===== src/rtl/bmid_pkg.sv =====
// Shared constants, codes and control types for the bitmap ID allocator.
// No dependencies.
package bmid_pkg;

  localparam int DEF_NUM_IDS   = 256;
  localparam int DEF_WORD_BITS = 32;

  localparam int OP_W      = 2;
  localparam int IDX_W     = 16;
  localparam int ST_W      = 2;
  localparam int CNT_OUT_W = 17;

  localparam logic [OP_W-1:0] OP_INSERT = 2'd0;
  localparam logic [OP_W-1:0] OP_REMOVE = 2'd1;
  localparam logic [OP_W-1:0] OP_TEST   = 2'd2;
  localparam logic [OP_W-1:0] OP_ALLOC  = 2'd3;

  localparam logic [ST_W-1:0] ST_OK    = 2'd0;
  localparam logic [ST_W-1:0] ST_RANGE = 2'd1;
  localparam logic [ST_W-1:0] ST_FULL  = 2'd2;

  // controller -> datapath
  typedef struct packed {
    logic accept;     // request taken this cycle
    logic sgl_eval;   // evaluate insert/remove/test on the fetched word
    logic scan_eval;  // evaluate one fetched word of the allocate scan
    logic clr_step;   // zero one word of the bitmap
    logic load_out;   // move staged result into the output register
  } bmid_cmd_t;

  // datapath -> controller
  typedef struct packed {
    logic op_alloc;
    logic range_bad;
    logic scan_free;
    logic scan_last;
    logic clr_last;
    logic out_free;
  } bmid_sts_t;

endpackage


===== src/rtl/bmid_if.sv =====
// Request and response channel interfaces for the bitmap ID allocator.
// Depends on bmid_pkg.
interface bmid_req_if import bmid_pkg::*; ();
  logic             valid;
  logic             ready;
  logic [OP_W-1:0]  opcode;
  logic [IDX_W-1:0] index;

  modport source (output valid, output opcode, output index, input ready);
  modport sink   (input valid, input opcode, input index, output ready);
endinterface

interface bmid_rsp_if import bmid_pkg::*; ();
  logic                 valid;
  logic                 ready;
  logic                 was_member;
  logic [IDX_W-1:0]     alloc_index;
  logic [ST_W-1:0]      status;
  logic [CNT_OUT_W-1:0] member_count;

  modport source (output valid, output was_member, output alloc_index, output status,
                  output member_count, input ready);
  modport sink   (input valid, input was_member, input alloc_index, input status,
                  input member_count, output ready);
endinterface


===== src/rtl/bmid_ctrl.sv =====
// Sequencing state machine of the bitmap ID allocator.
// Depends on bmid_pkg.
module bmid_ctrl import bmid_pkg::*; (
  input  logic      clk,
  input  logic      rst_n,
  input  logic      in_valid,
  output logic      in_ready,
  input  bmid_sts_t sts,
  output bmid_cmd_t cmd
);

  localparam logic [2:0] S_CLR  = 3'd0;
  localparam logic [2:0] S_IDLE = 3'd1;
  localparam logic [2:0] S_SGL  = 3'd2;
  localparam logic [2:0] S_SCAN = 3'd3;
  localparam logic [2:0] S_FIN  = 3'd4;

  logic [2:0] state_r;
  logic [2:0] state_nxt;

  always_comb begin
    state_nxt = state_r;
    cmd       = '0;
    in_ready  = 1'b0;
    case (state_r)
      S_CLR: begin
        cmd.clr_step = 1'b1;
        if (sts.clr_last) begin
          state_nxt = S_IDLE;
        end
      end
      S_IDLE: begin
        in_ready = 1'b1;
        if (in_valid) begin
          cmd.accept = 1'b1;
          if (sts.op_alloc) begin
            state_nxt = S_SCAN;
          end else if (sts.range_bad) begin
            state_nxt = S_FIN;
          end else begin
            state_nxt = S_SGL;
          end
        end
      end
      S_SGL: begin
        cmd.sgl_eval = 1'b1;
        state_nxt    = S_FIN;
      end
      S_SCAN: begin
        cmd.scan_eval = 1'b1;
        if (sts.scan_free || sts.scan_last) begin
          state_nxt = S_FIN;
        end
      end
      S_FIN: begin
        // wait for the output register to drain
        if (sts.out_free) begin
          cmd.load_out = 1'b1;
          state_nxt    = S_IDLE;
        end
      end
      default: begin
        state_nxt = S_CLR;
      end
    endcase
  end

  always_ff @(posedge clk) begin
    if (!rst_n) begin
      state_r <= S_CLR;
    end else begin
      state_r <= state_nxt;
    end
  end

endmodule


===== src/rtl/bmid_dp.sv =====
// Datapath of the bitmap ID allocator: bitmap memory, count, result staging.
// Depends on bmid_pkg; driven by bmid_ctrl commands.
module bmid_dp import bmid_pkg::*; #(
  parameter int NUM_IDS   = DEF_NUM_IDS,
  parameter int WORD_BITS = DEF_WORD_BITS
) (
  input  logic                 clk,
  input  logic                 rst_n,
  input  bmid_cmd_t            cmd,
  output bmid_sts_t            sts,
  input  logic [OP_W-1:0]      in_opcode,
  input  logic [IDX_W-1:0]     in_index,
  output logic                 out_valid,
  input  logic                 out_ready,
  output logic                 out_was_member,
  output logic [IDX_W-1:0]     out_alloc_index,
  output logic [ST_W-1:0]      out_status,
  output logic [CNT_OUT_W-1:0] out_member_count
);

  localparam int NUM_WORDS = (NUM_IDS + WORD_BITS - 1) / WORD_BITS;
  localparam int BIT_W     = $clog2(WORD_BITS);
  localparam int WADDR_W   = (NUM_WORDS > 1) ? $clog2(NUM_WORDS) : 1;
  localparam int CNT_W     = $clog2(NUM_IDS + 1);
  localparam int TAIL      = NUM_IDS - (NUM_WORDS - 1) * WORD_BITS;

  localparam logic [WADDR_W-1:0]   LAST_ADDR = WADDR_W'(NUM_WORDS - 1);
  localparam logic [WORD_BITS-1:0] ONE       = WORD_BITS'(1);
  // bits of the last word past NUM_IDS read as taken during the scan
  localparam logic [WORD_BITS-1:0] PAD_MASK  = ~((ONE << TAIL) - ONE);
  localparam logic [IDX_W:0]       RANGE_LIM = (IDX_W + 1)'(NUM_IDS);

  function automatic logic [BIT_W-1:0] oh_enc(input logic [WORD_BITS-1:0] oh);
    logic [BIT_W-1:0] r;
    r = '0;
    for (int i = 0; i < WORD_BITS; i++) begin
      if (oh[i]) begin
        r = r | BIT_W'(i);
      end
    end
    return r;
  endfunction

  logic [WORD_BITS-1:0] mem [NUM_WORDS];

  logic [WORD_BITS-1:0] rd_word_r;
  logic [WADDR_W-1:0]   rd_addr_r;
  logic [OP_W-1:0]      op_r;
  logic [IDX_W-1:0]     idx_r;
  logic [WADDR_W-1:0]   clr_addr_r;
  logic [CNT_W-1:0]     count_r;
  logic [CNT_W-1:0]     count_nxt;
  logic [WADDR_W-1:0]   hit_addr_r;
  logic [WORD_BITS-1:0] iso_r;
  logic                 alloc_ok_r;
  logic                 res_was_r;
  logic [ST_W-1:0]      res_status_r;
  logic                 out_valid_r;
  logic                 out_was_r;
  logic [IDX_W-1:0]     out_alloc_r;
  logic [ST_W-1:0]      out_status_r;
  logic [CNT_OUT_W-1:0] out_count_r;

  logic                 range_bad;
  logic                 op_alloc;
  logic [WORD_BITS-1:0] scan_word;
  logic [WORD_BITS-1:0] scan_inc;
  logic                 scan_free;
  logic                 scan_last;
  logic [BIT_W-1:0]     bit_pos;
  logic [WORD_BITS-1:0] bit_oh;
  logic                 was;
  logic                 do_set;
  logic                 do_clr;

  logic                 we;
  logic [WADDR_W-1:0]   wa;
  logic [WORD_BITS-1:0] wd;
  logic                 re;
  logic [WADDR_W-1:0]   ra;

  assign op_alloc  = (in_opcode == OP_ALLOC);
  assign range_bad = ({1'b0, in_index} >= RANGE_LIM);

  assign scan_last = (rd_addr_r == LAST_ADDR);
  assign scan_word = rd_word_r | (scan_last ? PAD_MASK : '0);
  assign scan_inc  = scan_word + ONE;
  assign scan_free = ~&scan_word;

  assign bit_pos = idx_r[BIT_W-1:0];
  assign bit_oh  = ONE << bit_pos;
  assign was     = rd_word_r[bit_pos];
  assign do_set  = (op_r == OP_INSERT) && !was;
  assign do_clr  = (op_r == OP_REMOVE) && was;

  always_comb begin
    sts           = '0;
    sts.op_alloc  = op_alloc;
    sts.range_bad = range_bad;
    sts.scan_free = scan_free;
    sts.scan_last = scan_last;
    sts.clr_last  = (clr_addr_r == LAST_ADDR);
    sts.out_free  = !out_valid_r || out_ready;
  end

  // memory port selection
  always_comb begin
    we = 1'b0;
    wa = clr_addr_r;
    wd = '0;
    re = 1'b0;
    ra = '0;
    if (cmd.clr_step) begin
      we = 1'b1;
    end
    if (cmd.sgl_eval && (do_set || do_clr)) begin
      we = 1'b1;
      wa = rd_addr_r;
      wd = do_set ? (rd_word_r | bit_oh) : (rd_word_r & ~bit_oh);
    end
    if (cmd.scan_eval && scan_free) begin
      // setting the lowest clear bit: w | (w + 1)
      we = 1'b1;
      wa = rd_addr_r;
      wd = scan_word | scan_inc;
    end
    if (cmd.accept && op_alloc) begin
      re = 1'b1;
    end else if (cmd.accept && !range_bad) begin
      re = 1'b1;
      ra = in_index[BIT_W +: WADDR_W];
    end
    if (cmd.scan_eval && !scan_free && !scan_last) begin
      re = 1'b1;
      ra = rd_addr_r + 1'b1;
    end
  end

  always_ff @(posedge clk) begin
    if (we) begin
      mem[wa] <= wd;
    end
    if (re) begin
      rd_word_r <= mem[ra];
      rd_addr_r <= ra;
    end
  end

  always_comb begin
    count_nxt = count_r;
    if (cmd.sgl_eval && do_set) begin
      count_nxt = count_r + 1'b1;
    end else if (cmd.sgl_eval && do_clr) begin
      count_nxt = count_r - 1'b1;
    end else if (cmd.scan_eval && scan_free) begin
      count_nxt = count_r + 1'b1;
    end
  end

  always_ff @(posedge clk) begin
    if (!rst_n) begin
      clr_addr_r  <= '0;
      count_r     <= '0;
      out_valid_r <= 1'b0;
    end else begin
      if (cmd.clr_step) begin
        clr_addr_r <= clr_addr_r + 1'b1;
      end
      count_r <= count_nxt;
      if (cmd.load_out) begin
        out_valid_r <= 1'b1;
      end else if (out_ready) begin
        out_valid_r <= 1'b0;
      end
    end
  end

  // result staging and output register
  always_ff @(posedge clk) begin
    if (cmd.accept) begin
      op_r         <= in_opcode;
      idx_r        <= in_index;
      res_was_r    <= 1'b0;
      alloc_ok_r   <= 1'b0;
      res_status_r <= ST_RANGE;
    end
    if (cmd.sgl_eval) begin
      res_was_r    <= was;
      res_status_r <= ST_OK;
    end
    if (cmd.scan_eval && scan_free) begin
      alloc_ok_r   <= 1'b1;
      hit_addr_r   <= rd_addr_r;
      iso_r        <= ~scan_word & scan_inc;
      res_status_r <= ST_OK;
    end else if (cmd.scan_eval && scan_last) begin
      res_status_r <= ST_FULL;
    end
    if (cmd.load_out) begin
      out_was_r    <= res_was_r;
      out_status_r <= res_status_r;
      out_count_r  <= CNT_OUT_W'(count_r);
      out_alloc_r  <= alloc_ok_r ? IDX_W'({hit_addr_r, oh_enc(iso_r)}) : '0;
    end
  end

  assign out_valid        = out_valid_r;
  assign out_was_member   = out_was_r;
  assign out_alloc_index  = out_alloc_r;
  assign out_status       = out_status_r;
  assign out_member_count = out_count_r;

endmodule


===== src/rtl/bitmap_id_allocator.sv =====
// Bitmap ID allocator. An accepted request runs IDLE -> SGL -> FIN for insert/remove/test,
// IDLE -> FIN for an out-of-range request and IDLE -> SCAN -> FIN for allocate, which scans k
// words (at most ceil(NUM_IDS/WORD_BITS), 8 at the defaults) one word per cycle; FIN loads
// the result register once it is free. One request in flight; the next is accepted the cycle
// after the result is loaded, even while that result still waits. Reset (rst_n, synchronous,
// low) starts a clearing pass over every bitmap word, during which no requests are taken.
//
// Depends on bmid_pkg, bmid_if, bmid_ctrl and bmid_dp.
module bitmap_id_allocator import bmid_pkg::*; #(
  parameter int NUM_IDS   = DEF_NUM_IDS,   // 32 .. 65536
  parameter int WORD_BITS = DEF_WORD_BITS  // power of two, 8 .. 64
) (
  input  logic       clk,
  input  logic       rst_n,
  bmid_req_if.sink   in_ch,
  bmid_rsp_if.source out_ch
);

  // The controller only sequences; every data decision (range check, free-bit
  // search, bitmap update, count) lives in the datapath and comes back as status.
  bmid_cmd_t cmd;
  bmid_sts_t sts;

  logic in_ready;

  bmid_ctrl u_ctrl (
    .clk      (clk),
    .rst_n    (rst_n),
    .in_valid (in_ch.valid),
    .in_ready (in_ready),
    .sts      (sts),
    .cmd      (cmd)
  );

  // Bitmap words live in a single-port-write memory; allocate streams words
  // out one per cycle and stops at the first one with a clear bit or at the last word.
  bmid_dp #(
    .NUM_IDS   (NUM_IDS),
    .WORD_BITS (WORD_BITS)
  ) u_dp (
    .clk              (clk),
    .rst_n            (rst_n),
    .cmd              (cmd),
    .sts              (sts),
    .in_opcode        (in_ch.opcode),
    .in_index         (in_ch.index),
    .out_valid        (out_ch.valid),
    .out_ready        (out_ch.ready),
    .out_was_member   (out_ch.was_member),
    .out_alloc_index  (out_ch.alloc_index),
    .out_status       (out_ch.status),
    .out_member_count (out_ch.member_count)
  );

  assign in_ch.ready = in_ready;

endmodule


===== src/flat_wrapper.sv =====
// flat-port wrapper written by rule: the top's interface ports become plain ports
module bitmap_id_allocator_flat import bmid_pkg::*;
#(
  parameter int NUM_IDS   = DEF_NUM_IDS,                 
  parameter int WORD_BITS = DEF_WORD_BITS                          
)
  (clk, rst_n, in_ch_valid, in_ch_opcode, in_ch_index, in_ch_ready, out_ch_valid, out_ch_was_member, out_ch_alloc_index, out_ch_status, out_ch_member_count, out_ch_ready);
  bmid_req_if in_ch_i ();
  bmid_rsp_if out_ch_i ();
  input  logic clk;
  input  logic rst_n;
  input wire logic [$bits(in_ch_i.valid)-1:0] in_ch_valid;
  input wire logic [$bits(in_ch_i.opcode)-1:0] in_ch_opcode;
  input wire logic [$bits(in_ch_i.index)-1:0] in_ch_index;
  output wire logic [$bits(in_ch_i.ready)-1:0] in_ch_ready;
  output wire logic [$bits(out_ch_i.valid)-1:0] out_ch_valid;
  output wire logic [$bits(out_ch_i.was_member)-1:0] out_ch_was_member;
  output wire logic [$bits(out_ch_i.alloc_index)-1:0] out_ch_alloc_index;
  output wire logic [$bits(out_ch_i.status)-1:0] out_ch_status;
  output wire logic [$bits(out_ch_i.member_count)-1:0] out_ch_member_count;
  input wire logic [$bits(out_ch_i.ready)-1:0] out_ch_ready;
  assign in_ch_i.valid = in_ch_valid;
  assign in_ch_i.opcode = in_ch_opcode;
  assign in_ch_i.index = in_ch_index;
  assign in_ch_ready = in_ch_i.ready;
  assign out_ch_valid = out_ch_i.valid;
  assign out_ch_was_member = out_ch_i.was_member;
  assign out_ch_alloc_index = out_ch_i.alloc_index;
  assign out_ch_status = out_ch_i.status;
  assign out_ch_member_count = out_ch_i.member_count;
  assign out_ch_i.ready = out_ch_ready;
  bitmap_id_allocator #(.NUM_IDS(NUM_IDS), .WORD_BITS(WORD_BITS)) u_core (.clk(clk), .rst_n(rst_n), .in_ch(in_ch_i), .out_ch(out_ch_i));
endmodule

===== config.mk =====
export PLATFORM = sky130hd
export DESIGN_NAME = bitmap_id_allocator_flat
export DESIGN_NICKNAME = d
export VERILOG_FILES = /design/src/rtl/bmid_pkg.sv /design/src/rtl/bmid_if.sv /design/src/rtl/bmid_ctrl.sv /design/src/rtl/bmid_dp.sv /design/src/rtl/bitmap_id_allocator.sv /design/src/flat_wrapper.sv
export SDC_FILE = /design/constraint.sdc
export NUM_CORES = 1
export LEC_CHECK = 0
export BUFFER_PORTS_ARGS = -buffer_cell sky130_fd_sc_hd__buf_2
export CORE_MARGIN = 2
export CORE_UTILIZATION = 56
export DETAILED_ROUTE_END_ITERATION = 8
export PLACE_DENSITY_LB_ADDON = 0.05
export SYNTH_ARGS = -nofsm -noshare
export SYNTH_HDL_FRONTEND = slang
export SYNTH_HIERARCHICAL = 1
export SYNTH_SLANG_ARGS = --single-unit
export TNS_END_PERCENT = 50

===== constraint.sdc =====
create_clock -name clk -period 5.8 [get_ports clk]
set_input_delay 0.29 -clock clk [delete_from_list [all_inputs] [get_ports clk]]
set_output_delay 0.29 -clock clk [all_outputs]
set_load 0.03 [all_outputs]

# == Word level (Yosys, flattened, before mapping) ==
# Memory sizes are Yosys's and may differ from the RTL's. A register that Yosys moved wholly into a read port is not among the register bits.
# Index checks and enable logic that the tools add are counted.
# totals
n_memories,1
reg_bits,93
wordCells,200
ram_bits,256
# classes
bitwise_logic,6
magnitude_cmp,2
n_reduce_logical,26
eq_ne,14
mux,128
n_addsub,5
shifts,1
# memory_table
name,words,width,read_ports,rd_clocked_by_memory_dff,wr,line_no,source
u_core.u_dp.mem,8,32,1,1,1,bmid_dp.sv:44,logic [WORD_BITS-1:0] mem [NUM_WORDS];
# ops
operator,count
5-bit two-way mux,48
32-bit two-way mux,3
3-bit two-way mux,27
32-bit bitwise AND,2
32-bit NOT,2
32-bit bitwise OR,2
9-bit two-way mux,6
32-bit by 1-bit adder with 32-bit output (second input constant),1
4-bit two-way mux,8
32-bit AND reduction,1
1-bit by 5-bit left shift with 32-bit output (first input constant),1
1-bit two-way mux,28
16-bit by 9-bit >= comparator with 1-bit output (second input constant),1
3-bit case mux with 5 select lines,1
2-bit two-way mux,6
1-bit logical AND,11
9-bit by 1-bit adder with 9-bit output (second input constant),1
3-bit equality test (second input constant),3
9-bit by 1-bit subtractor with 9-bit output (second input constant),1
3-bit by 1-bit adder with 3-bit output (second input constant),2
3-bit by 2-bit equality test with 1-bit output (second input constant),2
5-bit by 6-bit less-than comparator with 1-bit output (second input constant),1
2-bit by 1-bit inequality test with 1-bit output (second input constant),3
1-bit binary-select mux with 5-bit select,1
13 further kinds,20

# == Logic depth before layout (Yosys ltp) ==
# depth
depth_word,68
depth_mapped,12
depth_no_buf,10

# == By module ==
# The synthesis kept the hierarchy.
# by_module_without_submodules
module,n_inst,area_each_um2,seq_area_each_um2,cells_each
bmid_dp,1,16081.7,10920.5,1104
bmid_ctrl,1,260.2,60.1,30

# == Worst setup path after synthesis ==
# Ideal clock, no wire load.
# synth_timing
path_type,register to register
from,reg u_core.u_dp.idx_r[0]
to,mem u_core/u_dp/mem[0][0] in the netlist's numbering (enable)
slack_ns,-0.102
arrival_time_ns,5.391
required_ns,5.289
setup_ns,0.511
stages_incl_launch_ff,10
path_cell_list,edfxtp_1 > buf_6 > mux4_2 > a22o_1 > o21ai_1 > o2111ai_1 > and3_4 > buf_6 > buf_8 > o41ai_1
# synth_between
elab_chain_len,10
elab_cells_between_ends,13
classes_between,mux: 8; reduce/logical: 5
# synth_rtl
item,line_no,source
"start, declared",bmid_dp.sv:49,logic [IDX_W-1:0] idx_r;
"start signal, assigned",bmid_dp.sv:182,idx_r <= in_index;
1-bit binary-select mux with 5-bit select *,bmid_dp.sv:92,assign was = rd_word_r[bit_pos];
1-bit two-way mux (not written as such) *,bmid_dp.sv:92,
1-bit logical NOT,bmid_dp.sv:93,assign do_set = (op_r == OP_INSERT) && !was;
1-bit logical AND,bmid_dp.sv:93,
1-bit logical OR *,bmid_dp.sv:116,if (cmd.sgl_eval && (do_set || do_clr)) begin
1-bit logical AND *,bmid_dp.sv:116,
1-bit two-way mux,bmid_dp.sv:116,
1-bit two-way mux,bmid_dp.sv:121,if (cmd.scan_eval && scan_free) begin
1-bit two-way mux,bmid_dp.sv:140,if (we) begin
1-bit two-way mux (not written as such),bmid_dp.sv:141,mem[wa] <= wd;
"end, declared",bmid_dp.sv:44,
# Every way passes the cells marked *; elsewhere a longest branch is shown, timed or not. The select of a mux whose other input is x is not followed.

==> results.py <==
metrics = {
    "logic_synthesis": {
        "post_synthesis_share_of_cell_area_spent_on_xor_and_xnor_gates_pct": 0.161,
        "number_of_enable_flip_flop_cells_after_synthesis": 353,
        "synthArstFlopShare_pct": 0,
        "synthesis.area_mm2": 0.0163,
        "synth_top_flop_cell": "edfxtp_1",
        "combinational_family_with_the_most_area_after_synthesis": "compound AO/OA/AOI/OAI gates",
        "netlist-cell-type-count": 83,
        "synthesis.yosys.warnings": 6,
        "synth-compound-area-share_pct": 10.8,
        "multiplexer_fraction_of_the_synthesized_cell_area_pct": 7.42,
        "synth.top_cell.area_share_pct": 64.9,
        "synth-simple-area-share_pct": 10.7,
        "post_synth_fa_ha_maj_area_fraction_pct": 0.459,
        "ys_ff_latch": 372,
        "sequential_share_of_the_synthesized_area_pct": 67.2,
        "avgSynthCellArea_um2": 14.4,
        "syn_inst": 1134,
        "synth_area_leaders": "edfxtp_1 (65%), mux2i_1 (6.2%), nand2_1 (2.9%)",
        "synth_top_area_cell": "edfxtp_1",
    },
    "sta": {
        "worst_slew_margin_rel_pct": 13.2,
        "final_max_slew_viol_count": 0,
        "timing.final.crit_share_pct": 83.2,
        "clock-skew-final_ps": 24.4,
        "setup_viol": 0,
        "timing_hold_violations_final": 0,
        "max_freq_mhz": 207,
        "grt_setup_unrepaired": "no",
        "max_slew.worst_pin.slew_ps": 1300,
        "min_period_ps": 4820,
    },
    "floorplanning": {
        "core_region_area_mm2": 0.0287,
        "num_io_pins": 60,
        "floorplan.rows": 62,
        "die_area_mm2": 0.0306,
        "die_x_um": 175,
        "die-height_um": 175,
        "initial_core_util_pct": 56.9,
    },
    "hold_path": {
        "timing.hold.worst_path_depth": 2,
        "worstHoldPathType": "in -> reg",
    },
    "cts": {
        "number_of_cells_upsized_or_downsized_after_cts": 0,
        "cts_num_sinks": 372,
        "worst_skew_pair.late_latency_ps": 540,
        "hold_buffers": 7,
        "tritoncts": "built",
        "clk_path_buf_depth": 3,
        "clkSlewWorstSetupHoldPaths_ps": 60,
        "cts_htree_levels": 2,
        "number_of_buffers_added_by_the_clock_tree_synthesis_step": 40,
        "post_cts_buffers": 0,
        "clock_tree.root_cell": "clkbuf_16",
    },
    "worst_setup_path": {
        "worst_path_largest_cell_delay_ps": 910,
        "worst_ep_required_time_ps": 5970,
        "worst-endpoint-arrival_ps": 5000,
        "criticalPathCategory": "reg -> reg",
        "startpoint_type": "flop",
        "timing.reg2reg.worst_path_depth": 8,
        "crit_path_max_fanout": 27,
        "cp_slowest_cell": "a311oi_1",
        "worst_setup_path_end_kind": "flop",
        "crit_chain": "nand4_2 -> nor3_4 -> nand4b_1 -> nand2_2 -> inv_2 -> nor3_2 -> a221oi_1 -> a311oi_1",
    },
    "routing": {
        "wl_um": 39800,
        "drt-wirelength-per-cell_um": 24.8,
        "drcViolationCount": 0,
        "route.detailed.vias_per_inst": 6.41,
        "drt_first_iter_violations": 1425,
        "route.antenna.remaining_nets": 0,
        "vias": 10300,
        "drtPass1Iterations": 5,
    },
    "placed_design": {
        "place_area_mm2": 0.0170,
        "portBuffers": 43,
        "routabilityCongestion": 0.938,
        "place.detailed.hpwl_um": 24700,
    },
    "run_status": {
        "run_status": "finished clean",
    },
    "layout": {
        "layout.core_utilization_pct": 64.0,
        "drive_above_1_share_pct": 16.3,
        "num_antenna_cells": 0,
        "synthToLayoutAreaGrowth_pct": 12.3,
        "nets": 1220,
        "post_route_cell_area_mm2": 0.0184,
    },
    "pwr": {
        "overall_power_of_the_completed_layout_mw": 5.96,
        "max-vdd-ir-drop_mv": 0.305,
        "power_density_mw_per_mm2": 324,
        "p_leak_nw": 6.72,
    },
    "global_route": {
        "grt_antenna_before_repair": 0,
        "grt.overflow.total": 0,
        "grt_first_pass_wirelength_um": 59500,
        "largest_net_degree_at_the_start_of_global_routing": 79,
        "via_count_of_the_first_global_routing_pass": 9743,
        "global_route.usage.total_pct": 25.9,
    },
    "job": {
        "drv_cap": 0,
    },
}
-- cells in the mapped netlist, drive strengths merged (4+ instances only) --
master	number
edfxtp	353
nand2	126
mux2i	102
buf	57
nor2	57
a221oi	39
a32o	33
nor3	28
a21oi	26
inv	25
o21ai	20
dfxtp	19
clkbuf	18
nand3	17
nor4	17
and3	16
a311oi	15
nand4	15
a211oi	12
nor2b	12
and2	10
nand2b	9
or3	8
a31oi	7
ha	6
mux4	6
a41oi	5
mux2	5
o41ai	5
or4	5
o221ai	4
o311a	4
o31ai	4
-- worst paths after layout --
| check | start | endpoint | slack [ps] |
|---|---|---|---|
| hold reg to reg | u_core/u_dp/res_status_r[0] | u_core/u_dp/out_status[0] | 430 |
| setup reg to reg | u_core/u_dp/rd_word_r[0] | u_core/u_dp/mem[0][19] | 980 |
| setup / recovery | u_core/u_dp/rd_word_r[0] | u_core/u_dp/mem[0][19] | 980 |
| hold / removal | rst_n | u_core/u_ctrl/state_r[2] | 110 |
-- sequential cells by signal (all words and copies together), names as in the netlist, 2 cells and up --
name	flops
u_core/u_dp/mem	256
u_core/u_dp/rd_word_r	32
u_core/u_dp/iso_r	31
u_core/u_dp/count_r	9
u_core/u_dp/out_member_count	9
u_core/u_dp/out_alloc_index	8
u_core/u_dp/idx_r	5
u_core/u_ctrl/state_r	3
u_core/u_dp/clr_addr_r	3
u_core/u_dp/hit_addr_r	3
u_core/u_dp/rd_addr_r	3
u_core/u_dp/op_r	2
u_core/u_dp/out_status	2
u_core/u_dp/res_status_r	2
-- layout by cell type, fill, tap and decap left out, types with 11 or more instances in the layout --
cell       count
dfxtp_1       19
conb_1        16
nor4_1        16
and3_1        14
a21oi_1       25
buf_4         25
a221oi_1      12
edfxtp_1     353
nand3_1       17
nor2_1        57
buf_2         43
inv_1         23
a32o_1        33
nor3_1        22
a311oi_1      15
a221oi_2      27
clkbuf_16     41
o21ai_0       11
mux2i_1      101
nand2_1      125
nor2b_1       12
nand4_1       13
-- per-stage QoR --
stage,worst slack [ps],setup TNS (ps),hold WS (ps),cells
final,976,0,106,1605
after global routing,730,0,112,1605
after CTS,1200,0,95.9,1605
after detailed placement,1230,0,419,1527
after global placement,1300,0,403,1527
after floorplan,-102,-13060,389,1149
-- layer usage --
layer	wire length [um]	GRT usage [%]	vias to the layer above	part of all wire (%)
li1	-	-	4595	-
met1	17400	37.9	5093	44
met2	18300	40.5	517	46
met3	3030	4.20	88	7.6
met4	1100	7.67	0	2.8
met5	0	0	-	0
-- layout make-up --
class                           count  area [um2]
Multi-Input combinational cell    676        5020
Timing Repair Buffer               76         493
Inverter                           26        97.6
Tap cell                          384         480
Clock inverter                     19         185
Fill cell                        2127       10300
Clock buffer                       52        1100
Sequential cell                   372       11000
-- kinds of logic (layout without fill, tap and decap cells) --
kind of cell    count (synthesis)  count (layout)
simple gates                  340             340
flops                         372             372
compound gates                198             198
fa+ha+maj                       6               6
buf+inv                       101             173
xor+xnor                        3               3
mux                           113             113
other cells                     1              16
-- critical path: cells and delay by family (launching register included) --
kind / cells / cell delay (ps)
simple gates: 5 / 2320
flops: 1 / 630
buf+inv: 1 / 370
compound gates: 2 / 1120
-- power by group --
group,total [mW],switching [mW],leakage (nW),internal [mW]
registers,3.13,0.0423,3.23,3.09
clock network,2.48,1.01,0.615,1.47
logic,0.343,0.221,2.87,0.123
total,5.96,1.27,6.72,4.69
(Power assumes the default switching activity.)
